File: config.mk
export PLATFORM = sky130hd
export DESIGN_NAME = rrc_front
export DESIGN_NICKNAME = d
export VERILOG_FILES = /design/src/rrc_pkg.sv /design/src/rrc_front.sv
export SDC_FILE = /design/constraint.sdc
export NUM_CORES = 2
export LEC_CHECK = 0
export ABC_AREA = 1
export BUFFER_PORTS_ARGS = -buffer_cell sky130_fd_sc_hd__buf_2
export CAP_MARGIN = 30
export CORE_UTILIZATION = 58
export CTS_CLUSTER_SIZE = 10
export DETAILED_ROUTE_END_ITERATION = 8
export PLACE_DENSITY = 0.82
export SLEW_MARGIN = 0
export SYNTH_ARGS = -nofsm -noshare
export SYNTH_HDL_FRONTEND = slang
export SYNTH_SLANG_ARGS = --single-unit
File: constraint.sdc
create_clock -name clock -period 12.2 [get_ports clock]
set_input_delay 0.61 -clock clock [delete_from_list [all_inputs] [get_ports clock]]
set_output_delay 0.61 -clock clock [all_outputs]
set_load 0.03 [all_outputs]
File: src/rrc_pkg.sv
// Shared types and constants for the rotated rectangle corner block.
// No dependencies.
`default_nettype none
package rrc_pkg;
   localparam int CordicSteps = 24;
   localparam logic signed [33:0] CordicGain = 34'sd652032874;

   typedef struct packed {
      logic signed [15:0] center_x;
      logic signed [15:0] center_z;
      logic signed [15:0] base_y;
      logic signed [15:0] height;
      logic signed [15:0] half_width;
      logic signed [15:0] half_depth;
      logic signed [31:0] yaw_angle;
   } item_type;

   typedef struct packed {
      logic signed [25:0] anchor_a_x;
      logic signed [25:0] anchor_a_z;
      logic signed [25:0] anchor_b_x;
      logic signed [25:0] anchor_b_z;
      logic signed [25:0] edge_a_x;
      logic signed [25:0] edge_a_z;
      logic signed [25:0] edge_b_x;
      logic signed [25:0] edge_b_z;
      logic signed [16:0] top_y;
      logic signed [15:0] bottom_y;
   } result_type;

   // queue entry: item plus its two turn phases
   typedef struct packed {
      item_type    item;
      logic [15:0] sin_phase;
      logic [15:0] cos_phase;
   } job_type;

   function automatic logic [31:0] atan_turn(input int i);
      logic [31:0] t;
      case (i)
         0: t = 32'd536870912;  1: t = 32'd316933406;  2: t = 32'd167458907;
         3: t = 32'd85004756;   4: t = 32'd42667331;   5: t = 32'd21354465;
         6: t = 32'd10679838;   7: t = 32'd5340245;    8: t = 32'd2670163;
         9: t = 32'd1335087;    10: t = 32'd667544;    11: t = 32'd333772;
         12: t = 32'd166886;    13: t = 32'd83443;     14: t = 32'd41722;
         15: t = 32'd20861;     16: t = 32'd10430;     17: t = 32'd5215;
         18: t = 32'd2608;      19: t = 32'd1304;      20: t = 32'd652;
         21: t = 32'd326;       22: t = 32'd163;       23: t = 32'd81;
         default: t = 32'd0;
      endcase
      return t;
   endfunction
endpackage
`default_nettype wire

File: src/rrc_front.sv
// Front end: accepts beats and forms the sine and cosine turn phases.
// Depends on rrc_pkg. Two stages: 16x32 partial products, then sum.
`default_nettype none
module rrc_front (
   input  wire logic            clock,
   input  wire logic            reset,
   input  wire logic            in_valid,
   output logic                 in_ready,
   input  wire rrc_pkg::item_type in_item,
   input  wire logic [31:0]     sin_scale,
   input  wire logic [31:0]     cos_scale,
   output logic                 out_valid,
   input  wire logic            out_ready,
   output rrc_pkg::job_type     out_job
);
   import rrc_pkg::*;
   logic s1_valid_ff, s1_valid_in, s2_valid_ff, s2_valid_in;
   logic adv1, adv2;
   item_type s1_item_ff, s2_item_ff;
   // angle split in high signed half and low unsigned half
   logic signed [48:0] sh_ff, ch_ff;
   logic [47:0] sl_ff, cl_ff;
   logic [15:0] sp_ff, cp_ff;
   logic signed [65:0] sfull, cfull;

   assign adv2 = !s2_valid_ff || out_ready;
   assign adv1 = !s1_valid_ff || adv2;
   assign in_ready = adv1;
   assign s1_valid_in = adv1 ? in_valid : s1_valid_ff;
   assign s2_valid_in = adv2 ? s1_valid_ff : s2_valid_ff;

   assign sfull = {sh_ff, 16'd0} + $signed({18'd0, sl_ff});
   assign cfull = {ch_ff, 16'd0} + $signed({18'd0, cl_ff});

   always_ff @(posedge clock) begin
      if (reset) begin
         s1_valid_ff <= 1'b0;
         s2_valid_ff <= 1'b0;
      end else begin
         s1_valid_ff <= s1_valid_in;
         s2_valid_ff <= s2_valid_in;
      end
      if (adv1) begin
         s1_item_ff <= in_item;
         sh_ff <= $signed(in_item.yaw_angle[31:16]) * $signed({1'b0, sin_scale});
         ch_ff <= $signed(in_item.yaw_angle[31:16]) * $signed({1'b0, cos_scale});
         sl_ff <= in_item.yaw_angle[15:0] * sin_scale;
         cl_ff <= in_item.yaw_angle[15:0] * cos_scale;
      end
      if (adv2) begin
         s2_item_ff <= s1_item_ff;
         sp_ff <= sfull[47:32];
         cp_ff <= cfull[47:32];
      end
   end

   assign out_valid = s2_valid_ff;
   assign out_job.item = s2_item_ff;
   assign out_job.sin_phase = sp_ff;
   assign out_job.cos_phase = cp_ff;
endmodule
`default_nettype wire

Word-level counts from Yosys, hierarchy flattened

Index checks and enable logic that the tools add are counted.

Add/sub/neg operators: 2
Multipliers: 4
Reduce and logical (&&, ||, !) cells: 4

Operator list:

| cell             | number |
|---|---|
| $add 48x48->48   | 2 |
| $mul 16x32->48   | 2 |
| $mul 16x33->32   | 2 |
| $logic_not 1->1  | 2 |
| $logic_or 1x1->1 | 2 |

Bits in registers: 450
Input port bits: 196
Output and inout port bits: 162
Logic and storage cells: 32

Logic depth before layout (Yosys ltp)

Depth in word-level cells: 3
Depth in mapped cells: 29
Gate-level depth less buffers: 27

Worst setup path before layout

OpenSTA, ideal clock, no wires.

Kind: input to register
From: input port out_ready
To: register ch_ff[0], enable pin
Library setup time: 2.691 ns
Arrival: 6.570 ns
Required time: 9.509 ns
Slack: 2.939 ns
Stages on the path: 2
Path buffers: 0
Path through: inv_1 nand3_1

Longest elaborated chain between the ends: 2

RTL lines:

| what                   | line            | source |
|---|---|---|
| start: declaration     | rrc_front.sv:13 | `input wire logic out_ready,` |
| $logic_or 1x1->1       | rrc_front.sv:26 | `assign adv2 = !s2_valid_ff \|\| out_ready;` |
| $logic_or 1x1->1       | rrc_front.sv:27 | `assign adv1 = !s1_valid_ff \|\| adv2;` |
| via in_ready           | rrc_front.sv:8  | `output logic in_ready,` |
| end signal: assignment | rrc_front.sv:46 | `ch_ff <= $signed(in_item.yaw_angle[31:16]) * $signed({1'b0, cos_scale});` |
| end: declaration       | rrc_front.sv:21 | `logic signed [48:0] sh_ff, ch_ff;` |

The timed path passes the listed nets, and every way through them passes these cells.
A chain may end at the register's enable or synchronous reset.

Final worst setup path

From: input port in_item[8] in the netlist's numbering
To: register sl_ff[40], data pin

Longest elaborated chain between the ends: 1

RTL lines:

| what                   | line            | source |
|---|---|---|
| start: declaration     | rrc_front.sv:9  | `input wire rrc_pkg::item_type in_item,` |
| $mul 16x32->48         | rrc_front.sv:47 | `sl_ff <= in_item.yaw_angle[15:0] * sin_scale;` |
| end signal: assignment | rrc_front.sv:47 |  |
| end: declaration       | rrc_front.sv:22 | `logic [47:0] sl_ff, cl_ff;` |

No other way between the ends.

==> results <==
- The run finished, with violations left.
- The checks that failed: DRC.
- The number of gates resized after CTS was 0.
- The arrival time of data at the critical path endpoint is 7140 ps.
- The number of buffers on the longest clock path is 3.
- For flop-to-flop paths, the worst setup slack is 9380 ps.
- The number of antenna-violating nets in the routed design is 0.
- The class of the tightest hold or removal check is in2reg.
- The cell area that synthesis handed to floorplanning was 74640 µm².
- The routed design has 218.7 mm of wire.
- The number of hold violations in the final report was 0.
- Counting instances, the worst hold path has a depth of 1.
- The share of the Yosys chip area taken by registers is 16.79%.
- The standard cell core area is 127700 µm².
- The time the final worst path needs with I/O delays and setup is 6705 ps.
- The maximum achievable frequency is 149.1 MHz.
- The number of nets in the synthesized netlist is 11107.
- The quantity of I/O buffers inserted on ports is 357.
- The number of warnings printed during yosys synthesis is 0.
- Between clock sinks in the finished design, the worst skew comes to 55.89 ps.
- The final count of pins violating max slew is 0.
- The start of the worst register-to-register path is out_valid.
- Yosys mapped a number of flops with a built-in enable equal to 416.
- The HPWL after detailed placement is 163.0 mm.
- The number of H-tree branching levels is 2.
- Dividing the detail-routed wire length by the instance count gives 20.28 µm.
- The number of antenna violations at the first check in global routing was 11.
- The area of the die is 130100 µm².
- In this run the count of I/O pins placed on the die edge is 358.
- Each instance of the synthesized netlist takes up on average 8.301 µm².
- The finished layout cell area is 79180 µm².
- The count of cells along the worst register-to-register path is 3.
- The share of the synthesized area in the top cell type is 38.68%.
- By count the netlist is led by sky130_fd_sc_hd__inv_1, sky130_fd_sc_hd__nand2_1, sky130_fd_sc_hd__fa_1.
- The detailed router placed 60067 vias in this run.
- Data on the critical path is required at its endpoint by 12630 ps.
- In this run, the number of DRC markers left after iteration 0 of detailed routing was 5740.
- The first global-routing pass estimated 348.2 mm of wire.
- The kind of critical path is in2reg.
- The ratio of cells with drive above 1 in the final layout is 5.662%.
- The detail-routed via count per cell is 5.572.
- In the global route stage, overall resource usage came out at 34.52%.
- The residual overflow from global routing is 0.
- The weighted congestion at the end of routability-driven global placement is 1.002.
- The post-layout net count is 11198.
- The CTS tree is built.
- The post-route worst hold slack is 108.1 ps.
- The vertical extent of the die is 360.7 µm.
- After synthesis, the netlist uses 49 different library cells.
- The max-cap check violation count is 0.
- After detailed routing, the number of remaining DRC violations is 3.
- Synthesis produced a netlist whose cell count is 8991.
- After synthesis the netlist holds a flip-flop and latch count of 418.
- The floorplan has 131 rows.
- The starting density of the core is 58.45%.
- The count of final setup violators is 0.
- The worst path uses 54.96% of the clock period.
- The most area-hungry cell type in the Yosys netlist is sky130_fd_sc_hd__fa_1.
- The kind of launch point of the worst setup path is a primary input.
- At the pin with the least slew margin, the transition time is 1136 ps.
- The primary flip-flop cell chosen by synthesis mapping is sky130_fd_sc_hd__edfxtp_1.
- The launch point of the worst hold path is in_item[68].
- The via count of the first global-routing pass is 64781.
- The number of buffers created by CTS is 52.
- The total negative slack for setup checks is 0 ps.
- Setup repair after global routing left no endpoint under its margin.
- The cell area after placement is 77460 µm².
- The maximum fanout along the worst path is 40.
- The synthesis-to-finish area growth is 6.089%.
- After synthesis, the share of flip-flops with an asynchronous set or reset is 0%.
- Clock latency on the worst-skew pair, taken at its later pin, is 680 ps.
- Yosys instantiated no cell more often than sky130_fd_sc_hd__inv_1.
- After clock tree synthesis, the setup repair step added 0 buffers.
- For hold timing, the worst endpoint is s1_item_ff[68].
- The count of hold buffers inserted by post-cts repair is 0.
- Clock tree synthesis found a total of 418 sinks.
- By area the synthesized netlist is led by sky130_fd_sc_hd__fa_1, sky130_fd_sc_hd__edfxtp_1, sky130_fd_sc_hd__inv_1.
- The endpoint kind of the worst setup timing path is a register.
- In this run the clock root is driven by a sky130_fd_sc_hd__clkbuf_16.
- The die is 360.7 µm wide.
- The clock transition at the register clock pins on the worst setup and hold paths after CTS is 60 ps.
- The pin count of the biggest net entering global routing is 93.
- The capture point of the worst reg-to-reg path is out_job[89].
- The number of detailed-routing iterations run before antenna repair is 9.
- The worst slew slack as a fraction of its limit is 24.29%.
## metrics by stage
step / std cells / setup slack, ps / utilization (%)
floorplan: 8991 / 2939 / -
global placement: 10684 / 4973 / 60.67
detailed placement: 10684 / 4936 / 60.67
CTS: 10770 / 5647 / 61.90
global route: 10779 / 5312 / 62.01
finish: 10781 / 5495 / 62.01
## critical path, cell delays in order
cell and delay [ps]:
sky130_fd_sc_hd__buf_2 500, sky130_fd_sc_hd__buf_4 730, sky130_fd_sc_hd__nand2_1 160, sky130_fd_sc_hd__fa_1 540
sky130_fd_sc_hd__inv_1 50, sky130_fd_sc_hd__fa_1 480, sky130_fd_sc_hd__fa_1 590, sky130_fd_sc_hd__fa_1 440
sky130_fd_sc_hd__fa_1 490, sky130_fd_sc_hd__inv_1 50, sky130_fd_sc_hd__fa_1 470, sky130_fd_sc_hd__inv_1 40
sky130_fd_sc_hd__ha_1 360, sky130_fd_sc_hd__a21oi_1 340, sky130_fd_sc_hd__o21ai_0 260, sky130_fd_sc_hd__a21oi_1 400
sky130_fd_sc_hd__nor2_1 80, sky130_fd_sc_hd__a211oi_1 280, sky130_fd_sc_hd__nand2_1 90, sky130_fd_sc_hd__nand2_1 60
sky130_fd_sc_hd__nand2_1 50
## routing by layer
layer | share of wire (%) | global-route usage, % | vias up
met1 | 36 | 42.17 | 29363
met2 | 48 | 57.88 | 3539
met5 | 0.021 | 0 | -
met4 | 6.0 | 18.37 | 8
met3 | 10 | 6.780 | 965
li1 | - | - | 26192
## cells by family after synthesis
group / after synthesis / synth area share, %
XOR/XNOR: 136 / 1.596
AND/OR/NAND/NOR: 3056 / 16.04
AO/OA/AOI/OAI: 553 / 4.204
flip-flops: 418 / 16.79
adder cells (fa/ha/maj): 1920 / 46.69
buffers and inverters: 2908 / 14.67
## how the worst max path moves through the flow
stage	from	depth (start not counted)	end	slack [ps]
after CTS	in_item[8]	21	sl_ff[40]	5650
after detailed placement	in_item[8]	21	sl_ff[40]	4940
after global placement	in_item[8]	21	sl_ff[40]	4970
after floorplan	out_ready	2	ch_ff[0]	2940
after global routing	in_item[8]	21	sl_ff[40]	5310
final	in_item[8]	21	sl_ff[40]	5490
## cell usage in the layout (no fill, tap or decap), drive strengths merged, types with 23 or more instances in the layout
cell	synthesis	layout
nand2	2432	2432
nor3	42	42
clkbuf	257	72
a21o	23	23
buf	119	413
nand4	34	34
nor2	343	343
xor2	100	100
o21a	24	24
xnor2	36	36
nand3	160	160
ha	478	478
edfxtp	416	416
fa	1442	1442
o21bai	30	30
inv	2532	2534
o21ai	147	147
a21oi	269	269
## area by class of cell
cell class,instances,area [µm²]
Tap cell,1662,2079
Inverter,2532,9504
Timing Repair Buffer,413,2310
Clock buffer,72,1376
Multi-Input combinational cell,5665,51170
Clock inverter,14,193.9
Antenna cell,5,12.51
Fill cell,10605,48500
Sequential cell,418,12530
## state kept, by name, summed over array words and instances, names as in the netlist, 16 cells and up
register and flops:
sh_ff 32, cp_ff 16, s1_item_ff 128, cl_ff 32, sp_ff 16, ch_ff 32, sl_ff 32, out_job 128
Power is not shown: default switching activity piles up to over one toggle a cycle in this logic, so the estimate is an artifact.
