## config.mk

```make
export PLATFORM = sky130hd
export DESIGN_NAME = rrc_queue
export DESIGN_NICKNAME = d
export VERILOG_FILES = /design/src/rrc_pkg.sv /design/src/rrc_queue.sv
export SDC_FILE = /design/constraint.sdc
export NUM_CORES = 1
export LEC_CHECK = 0
export ABC_AREA = 1
export BUFFER_PORTS_ARGS = -buffer_cell sky130_fd_sc_hd__buf_2
export CORE_MARGIN = 2
export CORE_UTILIZATION = 30
export CTS_BUF_LIST = sky130_fd_sc_hd__clkbuf_8
export CTS_CLUSTER_DIAMETER = 50
export DETAILED_ROUTE_END_ITERATION = 16
export PLACE_DENSITY_LB_ADDON = 0.25
export SLEW_MARGIN = 20
export SYNTH_ARGS = -nofsm -noshare
export SYNTH_HDL_FRONTEND = slang
export SYNTH_SLANG_ARGS = --single-unit
```

## constraint.sdc

```tcl
create_clock -name clock -period 12.48 [get_ports clock]
set_input_delay 1.872 -clock clock [delete_from_list [all_inputs] [get_ports clock]]
set_output_delay 1.872 -clock clock [all_outputs]
set_load 0.005 [all_outputs]
```

## src/rrc_pkg.sv

```systemverilog
// Shared types and constants for the rotated rectangle corner block.
// No dependencies.
`default_nettype none
package rrc_pkg;
   localparam int CordicSteps = 24;
   localparam logic signed [33:0] CordicGain = 34'sd652032874;

   typedef struct packed {
      logic signed [15:0] center_x;
      logic signed [15:0] center_z;
      logic signed [15:0] base_y;
      logic signed [15:0] height;
      logic signed [15:0] half_width;
      logic signed [15:0] half_depth;
      logic signed [31:0] yaw_angle;
   } item_type;

   typedef struct packed {
      logic signed [25:0] anchor_a_x;
      logic signed [25:0] anchor_a_z;
      logic signed [25:0] anchor_b_x;
      logic signed [25:0] anchor_b_z;
      logic signed [25:0] edge_a_x;
      logic signed [25:0] edge_a_z;
      logic signed [25:0] edge_b_x;
      logic signed [25:0] edge_b_z;
      logic signed [16:0] top_y;
      logic signed [15:0] bottom_y;
   } result_type;

   // queue entry: item plus its two turn phases
   typedef struct packed {
      item_type    item;
      logic [15:0] sin_phase;
      logic [15:0] cos_phase;
   } job_type;

   function automatic logic [31:0] atan_turn(input int i);
      logic [31:0] t;
      case (i)
         0: t = 32'd536870912;  1: t = 32'd316933406;  2: t = 32'd167458907;
         3: t = 32'd85004756;   4: t = 32'd42667331;   5: t = 32'd21354465;
         6: t = 32'd10679838;   7: t = 32'd5340245;    8: t = 32'd2670163;
         9: t = 32'd1335087;    10: t = 32'd667544;    11: t = 32'd333772;
         12: t = 32'd166886;    13: t = 32'd83443;     14: t = 32'd41722;
         15: t = 32'd20861;     16: t = 32'd10430;     17: t = 32'd5215;
         18: t = 32'd2608;      19: t = 32'd1304;      20: t = 32'd652;
         21: t = 32'd326;       22: t = 32'd163;       23: t = 32'd81;
         default: t = 32'd0;
      endcase
      return t;
   endfunction
endpackage
`default_nettype wire

```

## src/rrc_queue.sv

```systemverilog
// Short queue between the front and back ends.
// Depends on rrc_pkg. Four entries in flops.
`default_nettype none
module rrc_queue (
   input  wire logic             clock,
   input  wire logic             reset,
   input  wire logic             in_valid,
   output logic                  in_ready,
   input  wire rrc_pkg::job_type in_job,
   output logic                  out_valid,
   input  wire logic             out_ready,
   output rrc_pkg::job_type      out_job
);
   import rrc_pkg::*;
   job_type mem_ff [4];
   logic [1:0] wp_ff, wp_in, rp_ff, rp_in;
   logic [2:0] cnt_ff, cnt_in;
   logic push, pop;
   assign in_ready = cnt_ff != 3'd4;
   assign out_valid = cnt_ff != 3'd0;
   assign push = in_valid && in_ready;
   assign pop = out_valid && out_ready;
   assign out_job = mem_ff[rp_ff];
   assign wp_in = push ? wp_ff + 2'd1 : wp_ff;
   assign rp_in = pop ? rp_ff + 2'd1 : rp_ff;
   assign cnt_in = cnt_ff + {2'd0, push} - {2'd0, pop};
   always_ff @(posedge clock) begin
      if (reset) begin
         wp_ff <= '0;
         rp_ff <= '0;
         cnt_ff <= '0;
      end else begin
         wp_ff <= wp_in;
         rp_ff <= rp_in;
         cnt_ff <= cnt_in;
      end
      if (push) mem_ff[wp_ff] <= in_job;
   end
endmodule
`default_nettype wire

```

## Yosys cells after proc, flatten, opt, wreduce, memory -nomap -nowiden

Memories as Yosys holds them, arrays and structs flattened. A register that Yosys moved wholly into a read port is not among the register bits.
Cells that the tools add are included.

- Flip-flop bits (word level): 7
- RAM bits: 640
- Memories kept: 1

Memory list:

| name | words | bits a word | read ports | clocked after memory_dff | wr ports | RTL line | source |
|---|---|---|---|---|---|---|---|
| mem_ff | 4 | 160 | 1 | 1 | 1 | rrc_queue.sv:15 | `job_type mem_ff [4];` |

- $add $sub $neg: 4
- Equality and inequality tests: 1
- Multiplexer cells: 4
- Reductions and logical operators: 3

Operator list:

| operator | number |
|---|---|
| $add 2x1->2 const B | 2 |
| $mux 2 | 2 |
| $add 3x1->3 | 1 |
| $ne 3x3->1 const B | 1 |
| $reduce_bool 3->1 | 1 |
| $sub 3x1->3 | 1 |
| $logic_and 1x1->1 | 2 |
| $mux 1 | 2 |

## Depth between registers and ports, before layout

Gate-level depths: netlist of the first run.

- Word-level depth: 4
- Mapped depth: 10
- Depth with buffers taken out: 10

## Least setup slack after synthesis of the first run

Ideal clock, no wire load.

- Path kind: input-to-reg
- From: input port in_valid
- To: memory mem_ff[0][0] (netlist bit), enable pin
- Setup time: 0.682 ns
- Data arrival time: 8.631 ns
- Path slack: 3.167 ns
- Cell stages on the path: 2
- Path buffers: 0
- Path through: nand2_1 > nor2_1

- Longest elaborated chain between the ends: 3

RTL lines:

| item | RTL line | source |
|---|---|---|
| start, declared | rrc_queue.sv:7 | `input wire logic in_valid,` |
| $logic_and 1x1->1 | rrc_queue.sv:21 | `assign push = in_valid && in_ready;` |
| $mux 1 | rrc_queue.sv:37 | `if (push) mem_ff[wp_ff] <= in_job;` |
| $mux 1 (implied by the code) | rrc_queue.sv:37 |  |
| end, declared | rrc_queue.sv:15 |  |

Every way passes these cells.

==> metrics.yaml, run 1 <==
outcome:
  status: "finished clean"
place:
  numPortBuffers: 325
  gp_congestion: 0.710
  place_hpwl_um: 31500
  dpl-instance-area_sq_mm: 0.0266
layout:
  fill_cells: 7650
  drive_gt1_frac: 0.241
  ff_latch_area_sq_mm: 0.0194
  multi_input_area_sq_mm: 0.00408
  final_common_cell: "edfxtp_1"
  synthToLayoutAreaGrowth_pct: 20.0
  nets: 2138
  finalInstanceArea_sq_mm: 0.0288
  mostFrequentLayoutCells: "edfxtp_1 (640), nor2_1 (329), buf_2 (325)"
critical_path:
  cp-end-kind: "output port"
  critical_path_class: "flop to output port"
  reg2reg_slack_ns: 8.86
  r2r_cells: 6
  r2r-end: "mem_ff[2][98]$_DFFE_PP_"
  required_ns: 10.61
  cp.arrival_ns: 3.85
  startpoint_type: "flop"
  r2r-start: "cnt_ff[1]$_SDFF_PP0_"
  critPathMaxFanout: 88
drt:
  avgRoutedWirePerCell_um: 19.1
  vias_per_cell: 4.71
  via_count: 14600
  dr.first_iter.drc_count: 872
  detail-route-antenna-nets: 0
  drc: 0
  dr.pass1.iters: 6
  routed_wl_um: 59200
yosys:
  synth-xor-area-share: 0
  synth.distinct_cells: 19
  yosys-top-cells-area: "edfxtp_1 (80%), nor2_1 (5.2%), o22ai_1 (4.2%)"
  synth_top_area_share: 0.801
  yosysTopAreaCell: "edfxtp_1"
  synth_top_family_by_area: "compound AO/OA/AOI/OAI gates"
  ys_ff_latch: 649
  synth_mux_area_frac: 0
  netlist_instances: 1612
  netlist_area_sq_mm: 0.0240
  syn_avg_cell_area_sq_um: 14.9
  synthSimpleGateAreaFrac: 0.0546
  synth_seq_area_share: 0.808
  synth_fa_ha_area_frac: 0.00396
  syn-num-nets: 1783
  synth_compound_area_frac: 0.110
  synth_warnings: 0
global_route:
  grt_overflow: 0
  grt_max_degree: 220
  antenna_found_initial: 14
  grt_pass1_vias: 15100
  grt_pass1_wl_um: 88200
  grt_util_all_layers: 0.140
timing:
  relSlewSlack: 0.168
  skew_ns: 0.0298
  setup_violations: 0
  min_period_over_period: 0.458
  fin_setup_tns_ns: 0
  period_minus_slack_ns: 5.72
  slew_violations: 0
  fmaxAchievable_mhz: 175
  rsz0062_at_grt: "false"
  worst_slew_pin_slew_ns: 1.25
  hold_viol: 0
clock_tree:
  clk_path_buf_depth: 3
  cts_tree: "done"
  post_cts_buffers: 0
  cts_hold_buf: 0
  clk_pin_slew_worst_paths_ns: 0.06
  clock_latency_ns: 0.70
  cts_buffers: 113
  cts_sinks: 649
  htreeDepth: 3
  cts_root_buf: "clkbuf_8"
  cts_resized: 0
floorplan:
  die_w_um: 287
  num_rows: 103
  ios: 326
  die_h_um: 287
  start_util: 0.303
  die_area_sq_mm: 0.0823
  coreArea_sq_mm: 0.0791
min_path:
  hold_path.class: "flop to flop"
  worst_hold_path.num_cells: 2
  min_from: "rp_ff[0]$_SDFFE_PP0P_"
power_and_ir_drop:
  powerDensity_mw_per_mm2: 199
  peakVddDrop_mv: 0.129
  p_leak_nw: 9.96
run:
  cap_violations: 0
==> worst max-delay path, stage by stage (launching register included) <==
cell,delay [ns]
dfxtp_4,0.85
buf_4,0.73
buf_4,0.82
o21ai_0,0.21
o22ai_1,0.27
buf_2,0.16
==> worst max-delay path by stage <==
| stage | slack, ns | startpoint | depth (start not counted) | to |
|---|---|---|---|---|
| floorplan | 3.17 | in_valid | 2 | mem_ff[0][0]$_DFFE_PP_ |
| global placement | 7.20 | flop | 6 | out_job[27] |
| detailed placement | 7.22 | flop | 6 | out_job[27] |
| CTS | 6.43 | flop | 6 | out_job[27] |
| global route | 6.37 | flop | 5 | out_job[102] |
| finish | 6.76 | flop | 5 | out_job[105] |
==> state kept, by name, indices dropped and copies added (netlist names), named ones only <==
| register | cells |
|---|---|
| cnt_ff | 3 |
| mem_ff | 640 |
| rp_ff | 2 |
| wp_ff | 2 |
==> kinds of logic after synthesis <==
| group | count (synthesis) |
|---|---|
| flops | 649 |
| compound gates | 487 |
| simple gates | 348 |
| buf+inv | 121 |
| fa+ha+maj | 7 |
==> power breakdown <==
group	internal (mW)	switching, mW
sequential	2.66	0.0790
combinational	0.384	0.786
clock	0.993	0.840
==> through the flow <==
step / hold slack, ns / power [mW] / utilization / instances / setup slack, ns
2_1_floorplan: 0.448 / 3.47 / - / 1612 / 3.17
3_3_place_gp: 0.464 / 3.96 / 0.337 / 2902 / 7.20
3_5_place_dp: 0.475 / 3.99 / 0.337 / 2902 / 7.22
4_1_cts: 0.496 / 5.85 / 0.364 / 3099 / 6.43
5_1_grt: 0.538 / 6.06 / 0.364 / 3099 / 6.37
6_report: 0.511 / 5.74 / 0.364 / 3103 / 6.76
==> layout make-up <==
class                           count  area share
Antenna cell                        4    0.000348
Clock buffer                      114      0.0545
Clock inverter                     83      0.0196
Inverter                           16     0.00261
Multi-Input combinational cell    842       0.142
Sequential cell                   649       0.674
Tap cell                         1050      0.0456
Timing Repair Buffer              345      0.0620
==> cell usage after synthesis (all sizes together) <==
library cell  instances
o22ai               160
ha                    6
clkbuf               56
a21boi                2
fa                    1
clkinv                1
a21oi                 4
nand2                12
o21ai               321
buf                  49
edfxtp              640
nor2                333
dfxtp                 9
nand3                 3
inv                  15
==> routing by layer <==
layer | track usage | share of wire | vias to the layer above
met5 | 0 | 0.0021 | -
met4 | 0.0436 | 0.017 | 22
met3 | 0.0432 | 0.074 | 95
met2 | 0.235 | 0.49 | 397
met1 | 0.172 | 0.42 | 7254
li1 | - | - | 6845
Power figures use the tool's default switching activity.
==> run 2: changes to the inputs <==
--- a/config.mk
+++ b/config.mk
@@ -5,7 +5,7 @@
 export SDC_FILE = /design/constraint.sdc
 export NUM_CORES = 1
 export LEC_CHECK = 0
-export ABC_AREA = 1
+export ABC_AREA = 0
 export BUFFER_PORTS_ARGS = -buffer_cell sky130_fd_sc_hd__buf_2
 export CORE_MARGIN = 2
 export CORE_UTILIZATION = 30
==> constraint.sdc (replaced) <==
create_clock -name clock -period 4.63 [get_ports clock]
set_input_delay 0.6945 -clock clock [delete_from_list [all_inputs] [get_ports clock]]
set_output_delay 0.6945 -clock clock [all_outputs]
set_load 0.005 [all_outputs]
==> run 2 against run 1 <==
- worst hold slack worse by 0.30 ns
- via count decreased by 26%
- non-clock buffer count is 1 lower
- clock-buffer cell count is 2 lower
- area after synthesis shrank 2.0%
- sequential share of layout area up 0.69 points
- largest power group unchanged
- synthesized cell count down 45%
- sequential power grew to 2.7 times the previous value
- global-route usage is 1.3 points lower
- critical path depth is 2 lower
- clock skew increased by 0.0063 ns
==> metrics.yaml, run 2 <==
power_and_ir_drop:
  comb_power_share: 0.220  # +0.016
  p_clk_frac: 0.296  # -0.023
  seqPwrFrac: 0.485  # +0.008
  switching_power_mw: 4.16  # +140%
  p_sw_frac: 0.272  # -0.0251
  p_int_mw: 11.1  # +180%
  peakVddDrop_mv: 0.260  # +100%
  p_leak_nw: 9.49  # -4.7%
  powerDensity_mw_per_mm2: 536  # +170%
global_route:
  grt_util_all_layers: 0.127  # -0.0131
  grt_pass1_wl_um: 76300  # -14%
  grt_pass1_vias: 11700  # -22%
  grt_overflow: 0  # unchanged
  antenna_found_initial: 18  # +4
  grt_max_degree: 64  # -71%
clock_tree:
  clk_path_buf_depth: 3  # unchanged
  cts_sinks: 649  # unchanged
  htreeDepth: 3  # unchanged
  clock_latency_ns: 0.69  # about the same
  clk_pin_slew_worst_paths_ns: 0.06  # about the same
  post_cts_buffers: 0  # unchanged
  cts_tree: "done"
  cts_hold_buf: 0  # unchanged
  cts_buffers: 110  # -2.7%
  cts_resized: 0  # unchanged
  cts_root_buf: "clkbuf_8"
timing:
  slew_violations: 0  # unchanged
  fin_setup_tns_ns: 0  # unchanged
  min_period_over_period: 0.714
  rsz0062_at_grt: "false"
  setup_violations: 0  # unchanged
  hold_viol: 0  # unchanged
  skew_ns: 0.0360  # +0.00627 ns
  fmaxAchievable_mhz: 302
  relSlewSlack: 0.443  # +0.275
  period_minus_slack_ns: 3.31
  worst_slew_pin_slew_ns: 0.836  # -0.412 ns
layout:
  mostFrequentLayoutCells: "edfxtp_1 (640), buf_2 (325), mux4_2 (160)"
  largest_reg_flops: 640  # unchanged
  postLayoutCoreUtil: 0.367  # +0.00344
  synthToLayoutAreaGrowth_pct: 21.2
  fill_cells: 7268  # -5.0%
  ff_latch_area_sq_mm: 0.0194  # unchanged
  final_common_cell: "edfxtp_1"
  multi_input_area_sq_mm: 0.00388  # -4.9%
  finalInstanceArea_sq_mm: 0.0285  # -1.0%
  top_regs: "mem_ff (640), cnt_ff (3)"
  nets: 1475  # -31%
  drive_gt1_frac: 0.459  # +0.218
  regMostFlops: "mem_ff"
yosys:
  synth.distinct_cells: 23  # +4
  syn_avg_cell_area_sq_um: 26.6  # +79%
  synth_top_area_share: 0.817  # +0.0163
  ys_ff_latch: 649  # unchanged
  yosysTopAreaCell: "edfxtp_1"
  synth_seq_area_share: 0.824  # +0.0165
  netlist_instances: 885  # -45%
  synth_ff_type: "edfxtp_1"
  synth_warnings: 0  # unchanged
  syn-num-nets: 1056  # -41%
  async_flop_share: 0  # unchanged
  yosys-top-cells-area: "edfxtp_1 (82%), mux4_2 (15%), dfxtp_1 (0.77%)"
  synth_common_cells: "edfxtp_1 (640), mux4_2 (160), buf_2 (19)"
  synth.most_common_cell: "edfxtp_1"
  netlist_area_sq_mm: 0.0235  # -2.0%
  synth-edff-count: 640  # unchanged
drt:
  vias_per_cell: 4.45  # -5.4%
  drc: 0  # unchanged
  routed_wl_um: 51600  # -13%
  dr.pass1.iters: 4  # -2
  via_count: 10800  # -26%
  avgRoutedWirePerCell_um: 21.2  # +11%
  detail-route-antenna-nets: 0  # unchanged
  dr.first_iter.drc_count: 551  # -37%
floorplan:
  start_util: 0.303  # about the same
  die_w_um: 284  # -0.99%
  die_h_um: 284  # -0.99%
  num_rows: 102  # -0.97%
  coreArea_sq_mm: 0.0776  # -1.9%
  die_area_sq_mm: 0.0807  # -2.0%
  ios: 326  # unchanged
critical_path:
  startpoint_type: "flop"
  critPathMaxFanout: 41  # -53%
  r2r-end: "mem_ff[1][122]$_DFFE_PP_"
  crit_chain: "buf_4 -> mux4_2 -> buf_2"
  cp-end-kind: "output port"
  required_ns: 3.94  # -6.67 ns
  r2r-start: "cnt_ff[1]$_SDFF_PP0_"
  r2r_cells: 4  # -2
  critical_path_class: "flop to output port"
  crit_slowest_cell: "dfxtp_4"
  reg2reg_slack_ns: 1.76  # -7.10 ns
  cp.arrival_ns: 2.61  # -1.24 ns
  slowest_delay_ns: 0.85  # about the same
run:
  cap_violations: 0  # unchanged
place:
  numPortBuffers: 325  # unchanged
  dpl-instance-area_sq_mm: 0.0265  # -0.43%
  place_hpwl_um: 30900  # -2.0%
  gp_congestion: 0.698  # -1.7%
min_path:
  worst_hold_path.num_cells: 1  # -1
  whs_endpoint: "mem_ff[2][5]$_DFFE_PP_"
  min_from: "in_job[5]"
  hold_path.class: "input port to flop"
outcome:
  status: "finished clean"
[run 2: layer usage]
| metal | share of wire | routed length, um | vias up | global-route usage |
|---|---|---|---|---|
| li1 | - | - | 4701 | - |
| met1 | 0.41 | 21000 | 5653 | 0.158 |
| met2 | 0.48 | 24600 | 360 | 0.199 |
| met3 | 0.095 | 4900 | 104 | 0.0570 |
| met4 | 0.018 | 939 | 28 | 0.0382 |
| met5 | 0.0035 | 182 | - | 0 |
[run 2: power by group through the flow]
stage          logic, mW  clock network [mW]  registers, mW
2_1_floorplan       2.05                   0           7.46
3_3_place_gp        3.49                   0           7.51
3_5_place_dp        3.49                   0           7.55
4_1_cts             3.50                4.73           7.43
5_1_grt             3.67                4.96           7.47
6_report            3.36                4.52           7.41
[run 2: cells by family (layout without fill, tap and decap cells)]
logic type,count (synthesis),count (layout),share of synthesized area
DFF,649,649,0.824
AOI/OAI and AO/OA,3,3,0.00106
other,0,6,0
xor gates and xnor gates,3,3,0.00112
muxes,162,162,0.154
buffers and inverters,42,546,0.0112
adders and majority gates,7,7,0.00404
and+or+nand+nor,19,19,0.00404
[run 2: worst max path at each step]
| stage | start | endpoint | slack [ns] | cells past startpoint |
|---|---|---|---|---|
| floorplan | in_valid | mem_ff[0][0]$_DFFE_PP_ | 1.10 | 2 |
| global placement | in_valid | mem_ff[1][113]$_DFFE_PP_ | 1.47 | 4 |
| finish | flop | out_job[96] | 1.32 | 3 |
| detailed placement | in_valid | mem_ff[1][79]$_DFFE_PP_ | 1.46 | 4 |
| global route | flop | out_job[65] | 1.12 | 3 |
| CTS | flop | out_job[96] | 1.16 | 3 |
[run 2: final cells by class]
cell class / count / share of cell area
clock inverter: 85 / 0.0147
multi-input combinational: 194 / 0.136
clock buffer: 112 / 0.0541
tap: 1040 / 0.0456
timing repair buffer: 344 / 0.0678
sequential: 649 / 0.681
inverter: 5 / 0.000658
antenna: 6 / 0.000527
[run 2: worst max-delay path, delay by kind of cell (launching register included)]
| family | cells | cell delay [ns] |
|---|---|---|
| muxes | 1 | 0.40 |
| buffers and inverters | 2 | 0.62 |
| DFF | 1 | 0.85 |
[run 2: per-stage QoR]
stage          total power [mW]  std cells  worst slack [ns]  hold slack (ns)
2_1_floorplan              9.51        885              1.10            0.482
3_3_place_gp               11.0       2232              1.47            0.493
3_5_place_dp               11.0       2232              1.46            0.509
4_1_cts                    15.7       2429              1.16            0.118
5_1_grt                    16.1       2431              1.12            0.140
6_report                   15.3       2435              1.32            0.214
==> run 3: changes to the inputs <==
==> constraint.sdc (replaced) <==
create_clock -name clock -period 3 [get_ports clock]
set_input_delay 0.45 -clock clock [delete_from_list [all_inputs] [get_ports clock]]
set_output_delay 0.45 -clock clock [all_outputs]
set_load 0.005 [all_outputs]
==> run 3 against run 2 <==
- combinational power rose by 74%
- clock power up 57%
- setup slack worse by 1.1 ns
- clock-buffer cell count shrank 1
- flip-flop and latch count unchanged
- die area stayed put
- global-route usage is 0.25 points higher
- via count grew 7.4%
- critical endpoint is now out_job[81]
- largest power group unchanged
==> metrics.yaml, run 3 (synthesized netlist as in run 2, its figures left out) <==
timing:
  setup_violations: 0  # unchanged
  worst_slew_pin_slew_ns: 0.686  # -0.150 ns
  min_period_over_period: 0.910
  period_minus_slack_ns: 2.73
  layout_setup_ws_ns: 0.271  # -1.05 ns
  hold_viol: 0  # unchanged
  rsz0062_at_grt: "false"
  fmaxAchievable_mhz: 366
  skew_ns: 0.0394  # +0.00333 ns
  timing.hold.ws_ns: 0.225  # +0.0107 ns
  slew_violations: 0  # unchanged
  relSlewSlack: 0.543  # +0.0999
place:
  place_inst: 2275  # +1.9%
  place_hpwl_um: 32800  # +6.1%
  numPortBuffers: 325  # unchanged
  gp_congestion: 0.706  # +1.2%
  preCtsSetupSlack_ns: 0.658  # -0.806 ns
drt:
  via_count: 11600  # +7.4%
  drt-met1-wl_um: 22200  # +6.1%
  vias_per_cell: 4.42  # -0.88%
  avgRoutedWirePerCell_um: 19.9  # -6.2%
  routed_wl_um: 52400  # +1.6%
  drc: 0  # unchanged
  dr.pass1.iters: 4  # unchanged
  wl_met2_um: 25700  # +4.5%
  wl_met3_um: 3210  # -35%
  highest_layer: "met4"
  detail-route-antenna-nets: 0  # unchanged
  dr.first_iter.drc_count: 650  # +18%
critical_path:
  slowest_delay_ns: 0.58  # -0.27 ns
  critPathTopFamily: "buffers and inverters"
  cp-end-kind: "output port"
  cp.arrival_ns: 2.28  # -0.33 ns
  crit_chain: "buf_4 -> buf_12 -> mux4_2 -> buf_2"
  crit_slowest_cell: "mux4_2"
  critPathMaxFanout: 19  # -54%
  startpoint_type: "flop"
  worst-path-buf-inv: 3  # +1
  r2r-start: "cnt_ff[1]$_SDFF_PP0_"
  critical_path_class: "flop to output port"
  required_ns: 2.55  # -1.39 ns
floorplan:
  die_area_sq_mm: 0.0807  # unchanged
  die_w_um: 284  # unchanged
  die_h_um: 284  # unchanged
  ios: 326  # unchanged
  num_rows: 102  # unchanged
  start_util: 0.303  # unchanged
  coreArea_sq_mm: 0.0776  # unchanged
min_path:
  min_from: "out_ready"
  hold_path.class: "input port to flop"
clock_tree:
  clk_path_buf_depth: 3  # unchanged
  cts_resized: 0  # unchanged
  cts_buffers: 110  # unchanged
  clock_latency_ns: 0.70  # about the same
  cts_sinks: 649  # unchanged
  cts_root_buf: "clkbuf_8"
  clk_pin_slew_worst_paths_ns: 0.06  # about the same
  cts_tree: "done"
  htreeDepth: 3  # unchanged
layout:
  mostFrequentLayoutCells: "edfxtp_1 (640), buf_2 (325), dlygate4sd3_1 (161)"
  drive_gt1_frac: 0.431  # -0.0279
  regMostFlops: "mem_ff"
  top_regs: "mem_ff (640), cnt_ff (3)"
  synthToLayoutAreaGrowth_pct: 30.4
  largest_reg_flops: 640  # unchanged
  final_common_cell: "edfxtp_1"
  stdcell_count: 2638  # +8.3%
  nets: 1683  # +14%
global_route:
  grt_util_all_layers: 0.129  # +0.00254
  grt_pass1_wl_um: 78700  # +3.2%
  grt_pass1_vias: 13000  # +10%
  antenna_found_initial: 1  # -17
  grt_max_degree: 62  # -3.1%
  grt_overflow: 0  # unchanged
run:
  cap_violations: 0  # unchanged
power_and_ir_drop:
  peakVddDrop_mv: 0.404  # +55%
  power_mw: 24.3  # +59%
  powerDensity_mw_per_mm2: 791  # +48%
  p_leak_nw: 10.5  # +10%
outcome:
  status: "finished clean"
[run 3: metrics by stage]
step                      setup TNS (ns)  instance area [sq um]  utilization
final                                  0                  30700        0.395
after global routing                   0                  30700        0.395
after CTS                              0                  30700        0.395
after detailed placement               0                  27000        0.349
after global placement                 0                  27000        0.349
after floorplan                  -207.63                  23500            -
[run 3: timing repair]
| item | in CTS | in global routing |
|---|---|---|
| setup buffers | 4 | 0 |
| hold buffers | 161 | 0 |
| setup endpoints to repair | 34 | 0 |
| endpoints found under the hold margin | 647 | 0 |
[run 3: worst paths after layout]
kind | endpoint | slack, ns | cells after the start
max | out_job[81] | 0.27 | 4
min | flop | 0.22 | 4
max reg2reg | cnt_ff[2]$_SDFF_PP0_ | 0.64 | 12
min reg2reg | wp_ff[1]$_SDFFE_PP0P_ | 0.53 | 2
[run 3: worst reg2reg max path, delay by kind of cell (launching register included)]
| family | cells | cell delay, ns |
|---|---|---|
| adder cells (fa/ha/maj) | 3 | 0.81 |
| flip-flops | 1 | 0.46 |
| AND/OR/NAND/NOR | 3 | 0.38 |
| buffers and inverters | 4 | 0.33 |
| XOR/XNOR | 1 | 0.16 |
| AO/OA/AOI/OAI | 1 | 0.15 |
[run 3: per-layer routing]
metal / up-vias / GRT usage
li1: 5120 / -
met1: 6116 / 0.163
met2: 313 / 0.211
met3: 98 / 0.0398
met4: 0 / 0.0462
met5: - / 0
[run 3: final cells by class]
class	instances	area, sq um
antenna	1	2.50
sequential	649	19400
tap	1040	1300
clock buffer	111	1530
clock inverter	86	444
timing repair buffer	552	4100
multi-input combinational	194	3880
inverter	5	18.8
fill	7190	46900
[run 3: power breakdown]
part           switching [mW]  internal [mW]  leakage [nW]
clock network            3.46           3.62          1.15
registers               0.237           11.1          5.94
logic                    2.87           2.97          3.38
